--- src/rtl/core/efd_pkg.sv ---
// ----------------------------------------------------------------------------
// efd_pkg
// Shared types and constants for the escaped frame deframer.
// ----------------------------------------------------------------------------
package efd_pkg;

    localparam int unsigned BYTE_W  = 8;
    localparam int unsigned COUNT_W = 9;
    localparam int unsigned INDEX_W = 2;

    // Decoded bytes in the header: destination and length
    localparam logic [COUNT_W-1:0] HEADER_BYTES = 9'd2;

    localparam logic [BYTE_W-1:0] SYNC_RESET   = 8'd224;
    localparam logic [BYTE_W-1:0] ESCAPE_RESET = 8'd208;
    localparam logic [BYTE_W-1:0] MAXLEN_RESET = 8'd255;

    // Configuration register indexes
    localparam logic [INDEX_W-1:0] REG_SYNC   = 2'd0;
    localparam logic [INDEX_W-1:0] REG_ESCAPE = 2'd1;
    localparam logic [INDEX_W-1:0] REG_MAXLEN = 2'd2;

    // Result event codes
    localparam logic EVT_BYTE  = 1'b0;
    localparam logic EVT_ABORT = 1'b1;

    typedef struct packed {
        logic [BYTE_W-1:0] sync_value;
        logic [BYTE_W-1:0] escape_value;
        logic [BYTE_W-1:0] max_length;
    } efd_cfg_t;

    typedef struct packed {
        logic [BYTE_W-1:0] byte_out;
        logic              event_res;
        logic              frame_start;
        logic              frame_end;
        logic              last_of_run;
    } efd_result_t;

    // Results produced by one input item
    typedef struct packed {
        logic [1:0]  count;
        efd_result_t first;
        efd_result_t second;
    } efd_bundle_t;

endpackage

--- src/rtl/core/efd_if.sv ---
// ----------------------------------------------------------------------------
// efd channel interfaces
// Valid/ready channels for received bytes, results and configuration writes.
// ----------------------------------------------------------------------------
interface efd_byte_if;
    logic                        valid;
    logic                        ready;
    logic [efd_pkg::BYTE_W-1:0]  byte_in;

    modport source (output valid, output byte_in, input ready);
    modport sink   (input valid, input byte_in, output ready);
endinterface

interface efd_result_if;
    logic                        valid;
    logic                        ready;
    logic [efd_pkg::BYTE_W-1:0]  byte_out;
    logic                        event_res;
    logic                        frame_start;
    logic                        frame_end;
    logic                        last_of_run;

    modport source (output valid, output byte_out, output event_res, output frame_start,
                    output frame_end, output last_of_run, input ready);
    modport sink   (input valid, input byte_out, input event_res, input frame_start,
                    input frame_end, input last_of_run, output ready);
endinterface

interface efd_cfg_if;
    logic                         valid;
    logic                         ready;
    logic [efd_pkg::INDEX_W-1:0]  index;
    logic [efd_pkg::BYTE_W-1:0]   data;

    modport source (output valid, output index, output data, input ready);
    modport sink   (input valid, input index, input data, output ready);
endinterface

--- src/rtl/core/efd_decode.sv ---
// ----------------------------------------------------------------------------
// efd_decode
// Frame tracking state and per-byte decode into up to two results.
// ----------------------------------------------------------------------------
module efd_decode
(
    input  logic                       clk,
    input  logic                       rst_n,
    input  logic                       fire,
    input  logic [efd_pkg::BYTE_W-1:0] byte_in,
    input  efd_pkg::efd_cfg_t          cfg,
    output efd_pkg::efd_bundle_t       bundle
);

    logic                        in_frame_reg, in_frame_next;
    logic                        esc_pend_reg, esc_pend_next;
    logic [efd_pkg::COUNT_W-1:0] decoded_reg, decoded_next;
    logic [efd_pkg::COUNT_W-1:0] needed_reg, needed_next;

    logic [efd_pkg::BYTE_W-1:0]  value;
    logic [efd_pkg::COUNT_W-1:0] cnt_inc;
    logic [efd_pkg::COUNT_W-1:0] need_eff;
    efd_pkg::efd_result_t        abort_res;
    efd_pkg::efd_result_t        byte_res;

    always_comb
    begin
        value    = esc_pend_reg ? byte_in + 8'd1 : byte_in;
        cnt_inc  = decoded_reg + 9'd1;
        need_eff = (cnt_inc == efd_pkg::HEADER_BYTES)
                 ? efd_pkg::HEADER_BYTES + {1'b0, value} : needed_reg;

        abort_res             = '0;
        abort_res.event_res   = efd_pkg::EVT_ABORT;
        byte_res              = '0;
        byte_res.byte_out     = byte_in;
        byte_res.event_res    = efd_pkg::EVT_BYTE;
        byte_res.last_of_run  = 1'b1;

        in_frame_next = in_frame_reg;
        esc_pend_next = esc_pend_reg;
        decoded_next  = decoded_reg;
        needed_next   = needed_reg;
        bundle        = '0;

        priority if (byte_in == cfg.sync_value)
        begin
            // abort any partial frame, open a new one
            byte_res.frame_start = 1'b1;
            if (in_frame_reg)
            begin
                bundle.count  = 2'd2;
                bundle.first  = abort_res;
                bundle.second = byte_res;
            end
            else
            begin
                bundle.count = 2'd1;
                bundle.first = byte_res;
            end
            in_frame_next = 1'b1;
            esc_pend_next = 1'b0;
            decoded_next  = '0;
            needed_next   = efd_pkg::HEADER_BYTES;
        end
        else if (!in_frame_reg)
        begin
            // hunting: drop
        end
        else if (!esc_pend_reg && byte_in == cfg.escape_value)
        begin
            esc_pend_next = 1'b1;
            bundle.count  = 2'd1;
            bundle.first  = byte_res;
        end
        else if (cnt_inc == efd_pkg::HEADER_BYTES && value > cfg.max_length)
        begin
            abort_res.last_of_run = 1'b1;
            bundle.count  = 2'd1;
            bundle.first  = abort_res;
            in_frame_next = 1'b0;
            esc_pend_next = 1'b0;
            decoded_next  = '0;
            needed_next   = efd_pkg::HEADER_BYTES;
        end
        else if (cnt_inc >= need_eff)
        begin
            byte_res.frame_end = 1'b1;
            bundle.count  = 2'd1;
            bundle.first  = byte_res;
            in_frame_next = 1'b0;
            esc_pend_next = 1'b0;
            decoded_next  = '0;
            needed_next   = efd_pkg::HEADER_BYTES;
        end
        else
        begin
            bundle.count  = 2'd1;
            bundle.first  = byte_res;
            esc_pend_next = 1'b0;
            decoded_next  = cnt_inc;
            needed_next   = need_eff;
        end
    end

    always_ff @(posedge clk or negedge rst_n)
    begin
        if (!rst_n)
        begin
            in_frame_reg <= 1'b0;
            esc_pend_reg <= 1'b0;
            decoded_reg  <= '0;
            needed_reg   <= efd_pkg::HEADER_BYTES;
        end
        else if (fire)
        begin
            in_frame_reg <= in_frame_next;
            esc_pend_reg <= esc_pend_next;
            decoded_reg  <= decoded_next;
            needed_reg   <= needed_next;
        end
    end

endmodule

--- src/rtl/core/efd_outq.sv ---
// ----------------------------------------------------------------------------
// efd_outq
// Two-entry result queue; takes up to two results per cycle, gives one.
// ----------------------------------------------------------------------------
module efd_outq
(
    input  logic                 clk,
    input  logic                 rst_n,
    input  logic                 push,
    input  efd_pkg::efd_bundle_t bundle,
    output logic                 room,
    efd_result_if.source         tx
);

    efd_pkg::efd_result_t slot_reg [2];
    logic [1:0]           count_reg, count_next;
    logic                 rd_reg, rd_next;
    logic                 pop;
    logic                 wr0, wr1;
    logic [1:0]           n_push;

    assign pop    = tx.valid && tx.ready;
    // room for two whole results after this cycle's pop
    assign room   = (count_reg == 2'd0) || (count_reg == 2'd1 && pop);
    assign n_push = push ? bundle.count : 2'd0;
    assign wr0    = rd_reg ^ count_reg[0];
    assign wr1    = ~wr0;

    always_comb
    begin
        rd_next    = rd_reg ^ pop;
        count_next = count_reg - {1'b0, pop} + n_push;
    end

    always_ff @(posedge clk or negedge rst_n)
    begin
        if (!rst_n)
        begin
            count_reg <= '0;
            rd_reg    <= 1'b0;
        end
        else
        begin
            count_reg <= count_next;
            rd_reg    <= rd_next;
        end
    end

    always_ff @(posedge clk)
    begin
        if (n_push != 2'd0)
        begin
            slot_reg[wr0] <= bundle.first;
        end
        if (n_push == 2'd2)
        begin
            slot_reg[wr1] <= bundle.second;
        end
    end

    assign tx.valid       = (count_reg != 2'd0);
    assign tx.byte_out    = slot_reg[rd_reg].byte_out;
    assign tx.event_res   = slot_reg[rd_reg].event_res;
    assign tx.frame_start = slot_reg[rd_reg].frame_start;
    assign tx.frame_end   = slot_reg[rd_reg].frame_end;
    assign tx.last_of_run = slot_reg[rd_reg].last_of_run;

endmodule

--- src/rtl/core/escaped_frame_deframer.sv ---
// ----------------------------------------------------------------------------
// escaped_frame_deframer
// Finds escaped serial frames and passes their raw bytes on with marks.
// ----------------------------------------------------------------------------
// Usage:
//   rx  takes one received serial byte per item (valid/ready).
//   tx  gives result items: a raw frame byte or an abort event, with
//       frame_start, frame_end and last_of_run marks.
//   cfg writes sync_value (0), escape_value (1) and max_length (2); other
//       indexes are ignored. Always ready; write only while idle.
// An accepted byte waits in the input register; its decoded results go into
//   the result queue, which drives tx. One byte per cycle while each byte
//   gives at most one result and tx does not stall; an abort plus sync result
//   holds off the next byte while the single tx port drains the two-entry queue.
// Reset clears the frame state to hunting for sync and loads the register
//   defaults (224, 208, 255). When tx stalls, the queue fills, the input
//   register holds its byte and rx.ready drops; nothing is lost.
// ----------------------------------------------------------------------------
module escaped_frame_deframer
(
    input  logic          clk,
    input  logic          rst_n,
    efd_byte_if.sink      rx,
    efd_result_if.source  tx,
    efd_cfg_if.sink       cfg
);

    efd_pkg::efd_cfg_t          cfg_reg;
    logic                       in_valid_reg;
    logic [efd_pkg::BYTE_W-1:0] in_byte_reg;
    logic                       room;
    logic                       fire;
    efd_pkg::efd_bundle_t       bundle;

    assign fire      = in_valid_reg && room;
    assign rx.ready  = !in_valid_reg || room;
    assign cfg.ready = 1'b1;

    always_ff @(posedge clk or negedge rst_n)
    begin
        if (!rst_n)
        begin
            cfg_reg.sync_value   <= efd_pkg::SYNC_RESET;
            cfg_reg.escape_value <= efd_pkg::ESCAPE_RESET;
            cfg_reg.max_length   <= efd_pkg::MAXLEN_RESET;
        end
        else if (cfg.valid)
        begin
            unique case (cfg.index)
                efd_pkg::REG_SYNC:   cfg_reg.sync_value   <= cfg.data;
                efd_pkg::REG_ESCAPE: cfg_reg.escape_value <= cfg.data;
                efd_pkg::REG_MAXLEN: cfg_reg.max_length   <= cfg.data;
                default:             ;
            endcase
        end
    end

    always_ff @(posedge clk or negedge rst_n)
    begin
        if (!rst_n)
        begin
            in_valid_reg <= 1'b0;
        end
        else if (rx.ready)
        begin
            in_valid_reg <= rx.valid;
        end
    end

    always_ff @(posedge clk)
    begin
        if (rx.valid && rx.ready)
        begin
            in_byte_reg <= rx.byte_in;
        end
    end

    efd_decode u_decode
    (
        .clk     (clk),
        .rst_n   (rst_n),
        .fire    (fire),
        .byte_in (in_byte_reg),
        .cfg     (cfg_reg),
        .bundle  (bundle)
    );

    efd_outq u_outq
    (
        .clk    (clk),
        .rst_n  (rst_n),
        .push   (fire),
        .bundle (bundle),
        .room   (room),
        .tx     (tx)
    );

endmodule
--- src/flat_wrapper.sv ---
// flat-port wrapper written by rule: the top's interface ports become plain ports
module escaped_frame_deframer_flat 
  (clk, rst_n, rx_valid, rx_byte_in, rx_ready, tx_valid, tx_byte_out, tx_event_res, tx_frame_start, tx_frame_end, tx_last_of_run, tx_ready, cfg_valid, cfg_index, cfg_data, cfg_ready);
  efd_byte_if rx_i ();
  efd_result_if tx_i ();
  efd_cfg_if cfg_i ();
  input  logic clk;
  input  logic rst_n;
  input wire logic [$bits(rx_i.valid)-1:0] rx_valid;
  input wire logic [$bits(rx_i.byte_in)-1:0] rx_byte_in;
  output wire logic [$bits(rx_i.ready)-1:0] rx_ready;
  output wire logic [$bits(tx_i.valid)-1:0] tx_valid;
  output wire logic [$bits(tx_i.byte_out)-1:0] tx_byte_out;
  output wire logic [$bits(tx_i.event_res)-1:0] tx_event_res;
  output wire logic [$bits(tx_i.frame_start)-1:0] tx_frame_start;
  output wire logic [$bits(tx_i.frame_end)-1:0] tx_frame_end;
  output wire logic [$bits(tx_i.last_of_run)-1:0] tx_last_of_run;
  input wire logic [$bits(tx_i.ready)-1:0] tx_ready;
  input wire logic [$bits(cfg_i.valid)-1:0] cfg_valid;
  input wire logic [$bits(cfg_i.index)-1:0] cfg_index;
  input wire logic [$bits(cfg_i.data)-1:0] cfg_data;
  output wire logic [$bits(cfg_i.ready)-1:0] cfg_ready;
  assign rx_i.valid = rx_valid;
  assign rx_i.byte_in = rx_byte_in;
  assign rx_ready = rx_i.ready;
  assign tx_valid = tx_i.valid;
  assign tx_byte_out = tx_i.byte_out;
  assign tx_event_res = tx_i.event_res;
  assign tx_frame_start = tx_i.frame_start;
  assign tx_frame_end = tx_i.frame_end;
  assign tx_last_of_run = tx_i.last_of_run;
  assign tx_i.ready = tx_ready;
  assign cfg_i.valid = cfg_valid;
  assign cfg_i.index = cfg_index;
  assign cfg_i.data = cfg_data;
  assign cfg_ready = cfg_i.ready;
  escaped_frame_deframer u_core (.clk(clk), .rst_n(rst_n), .rx(rx_i), .tx(tx_i), .cfg(cfg_i));
endmodule
--- config.mk ---
export PLATFORM = sky130hd
export DESIGN_NAME = escaped_frame_deframer_flat
export DESIGN_NICKNAME = d
export VERILOG_FILES = /design/src/rtl/core/efd_pkg.sv /design/src/rtl/core/efd_if.sv /design/src/rtl/core/efd_decode.sv /design/src/rtl/core/efd_outq.sv /design/src/rtl/core/escaped_frame_deframer.sv /design/src/flat_wrapper.sv
export SDC_FILE = /design/constraint.sdc
export NUM_CORES = 1
export LEC_CHECK = 0
export ABC_CLOCK_PERIOD_IN_PS = 9700
export BUFFER_PORTS_ARGS = -buffer_cell sky130_fd_sc_hd__buf_4
export CAP_MARGIN = 40
export CORE_ASPECT_RATIO = 1.5
export CORE_UTILIZATION = 45
export CTS_BUF_LIST = sky130_fd_sc_hd__clkbuf_2 sky130_fd_sc_hd__clkbuf_4 sky130_fd_sc_hd__clkbuf_8
export CTS_CLUSTER_DIAMETER = 30
export CTS_CLUSTER_SIZE = 30
export DETAILED_ROUTE_END_ITERATION = 12
export PLACE_DENSITY = 0.61
export SETUP_SLACK_MARGIN = 0.2
export SLEW_MARGIN = 20
export SYNTH_ARGS = -nofsm -noshare
export SYNTH_HDL_FRONTEND = slang
export SYNTH_HIERARCHICAL = 1
export SYNTH_SLANG_ARGS = --single-unit
export TNS_END_PERCENT = 30
--- constraint.sdc ---
create_clock -name clk -period 9.7 [get_ports clk]
set_clock_uncertainty 0.05 [all_clocks]
set_input_delay 0.97 -clock clk [delete_from_list [all_inputs] [get_ports clk]]
set_output_delay 0.97 -clock clk [all_outputs]
set_load 0.1 [all_outputs]
==> results.toml <==
[yosys]
synth_area_um2 = 4990
seq_area_frac_synth_pct = 43.7
synth_cell_types = 57
ys.flop_type = "dfrtp_1"
synth.top_cell.area_share_pct = 19.3
yosysWarnings = 6
async_flop_share_pct = 60.0
yosys.cell_count.top_type = "mux2_2"
syn_inst = 442
yosys-top-cells-count = "mux2_2 (60), dfrtp_1 (33), edfxtp_1 (32)"
yosysTopAreaCell = "edfxtp_1"
avgSynthCellArea_um2 = 11.3
synth_edf_count = 32
yosys-top-cells-area = "edfxtp_1 (19%), dfrtp_1 (17%), mux2_2 (14%)"
yosys_register_bits = 80

[routing]
met3_length_um = 244
routed.top_layer = "met4"
ant_nets = 0
vias_per_cell = 5.37
drc = 0
wl_per_cell_um = 17.0
firstDrtPassIters = 4
postRouteWirelength_um = 10500
dr_wl_met2_um = 5600
num_vias = 3311
drtIter0Drc = 204
wl_met1_um = 4440

[timing]
timing.final.hold_violations = 0
rsz0062_at_grt = "false"
slew_violations = 0
tightest_slew_ps = 687
setup-violations-final = 0
maxSlewHeadroom_pct = 54.2
clock.fmax_mhz = 228
fin_crit_sh_pct = 45.3
setup-tns-final_ps = 0
period_minus_slack_ps = 4390

[finish]
syn2layout_area_growth_pct = 11.3
post-route-util_pct = 51.8
multi_input_area_um2 = 2560
drive_gt1_share_pct = 30.2
nFillCells = 993
antenna_cells = 0
layout.nets = 517
ff_latch_area_um2 = 2180

[cts]
ctsResizeCount = 0
path_clk_slew_ps = 90
cts_made_buffers = 9
cts-root-buf = "clkbuf_8"
cts_setup_buffers = 0
cts_max_path_buffers = 2
clock_sinks = 80
insertion_delay_ps = 360
cts_hold_buf = 0
htreeDepth = 3
cts_tree = "yes"

[global_route]
overflow = 0
grt_usage_pct = 20.2
grt_max_degree = 49
grt_pass1_vias = 3507
grt_antenna_before_repair = 0
grt_first_pass_wirelength_um = 17300

[pwr]
power.density_nw_per_um2 = 297
ir_drop_mv = 0.190
p_leak_nw = 2.38

[setup_path]
cp_max_fo = 17
startpoint_type = "flop"
cp_top_family = "simple AND/OR/NAND/NOR gates"
crit_slowest_cell = "dfrtp_1"
endpoint_kind = "flop"
path_buf_inv = 1
path_cells = "ha_1, nor3_1, a31oi_1, or3b_1, nand2b_1, nor2_1, a21oi_1, ha_1, a21o_1, a21o_1, a221o_1, nor3_1, buf_4, nand3_1, o32a_1"
arrival_ps = 4630
required_ps = 9940
critPathMaxStageDelay_ps = 480
path_class = "reg -> reg"

[min_path]
min_path_type = "reg -> reg"

[floorplan]
top_level_ports = 38
start_util_pct = 46.6
fp.dieW_um = 88.0
die_h_um = 131
dieArea_um2 = 11500
num_rows = 46
core_area_um2 = 10700

[place]
portBuffers = 36
dp_hpwl_um = 7530
gp_congestion = 0.809

[status]
status = "completed"

[job]
maxCapViolations = 0
-- per-stage QoR --
step / hold WS, ps / cell area (um2) / total power, mW / setup slack (ps) / std cells
2_1_floorplan: 400 / 4990 / 1.17 / 5780 / 443
3_3_place_gp: 422 / 5290 / 1.33 / 5460 / 599
3_5_place_dp: 435 / 5300 / 1.35 / 5380 / 600
4_1_cts: 455 / 5540 / 1.66 / 5340 / 616
5_1_grt: 472 / 5550 / 1.75 / 4980 / 617
6_report: 453 / 5550 / 1.65 / 5310 / 617
-- cell type report --
type / count / area share, %
clock inverters: 7 / 2.12
clock buffers: 9 / 2.23
inverters: 20 / 1.35
flip-flops and latches: 80 / 39.3
repair buffers: 42 / 5.68
multi-input cells: 315 / 46.1
well taps: 144 / 3.25
-- tightest hold or removal path, stage by stage, from the launching register on --
cell     delay, ps
dfrtp_1        360
nand2_1         50
o21ai_0         70
-- kinds of logic (layout without fill, tap and decap cells) --
kind of cell | Yosys count | count (layout) | share of synthesized area (%)
fa+ha+maj | 26 | 26 | 6.52
xor+xnor | 42 | 42 | 7.53
mux | 68 | 68 | 15.2
flops | 80 | 80 | 43.7
compound gates | 66 | 66 | 9.06
other cells | 2 | 3 | 0.151
buf+inv | 48 | 78 | 5.07
simple gates | 110 | 110 | 12.8
-- power by group --
part	total, mW	internal [mW]	switching [mW]	leakage [nW]
clock	0.302	0.172	0.130	0.124
sequential	0.548	0.456	0.0919	0.872
combinational	0.796	0.293	0.503	1.38
total	1.65	0.921	0.725	2.38
-- worst paths after layout --
path | startpoint | endpoint | slack (ps) | cells after the start
max | u_core/u_decode/decoded_reg[0] | u_core/u_decode/needed_reg[1] | 5310 | 15
min reg2reg | u_core/u_decode/needed_reg[8] | u_core/u_decode/needed_reg[8] | 450 | 2
min | u_core/u_decode/needed_reg[8] | u_core/u_decode/needed_reg[8] | 450 | 2
max in group asynchronous | rst_n | u_core/cfg_reg[18] | 8570 | 1
max reg2reg | u_core/u_decode/decoded_reg[0] | u_core/u_decode/needed_reg[1] | 5310 | 15
min in group asynchronous | rst_n | u_core/u_outq/rd_reg | 580 | 1
-- placed cells by master (no fill, tap or decap), types with 10 or more instances in the layout --
master,synthesis,layout
edfxtp_1,32,32
and3_1,14,14
xnor2_1,25,25
nand2_1,28,28
ha_1,26,26
buf_4,7,42
inv_1,20,20
a21oi_1,12,12
mux2_2,60,60
o21ai_0,15,14
nor2_1,13,13
dfrtp_1,33,33
nand3_1,10,10
xor2_1,16,16
dfstp_2,15,15
-- layer usage --
layer  GRT usage [%]  up-vias
li1                -     1634
met1            23.8     1610
met2            36.6       50
met3            2.26       17
met4            8.87        0
met5               0        -
Note: power is estimated with default switching activity, not from simulation.
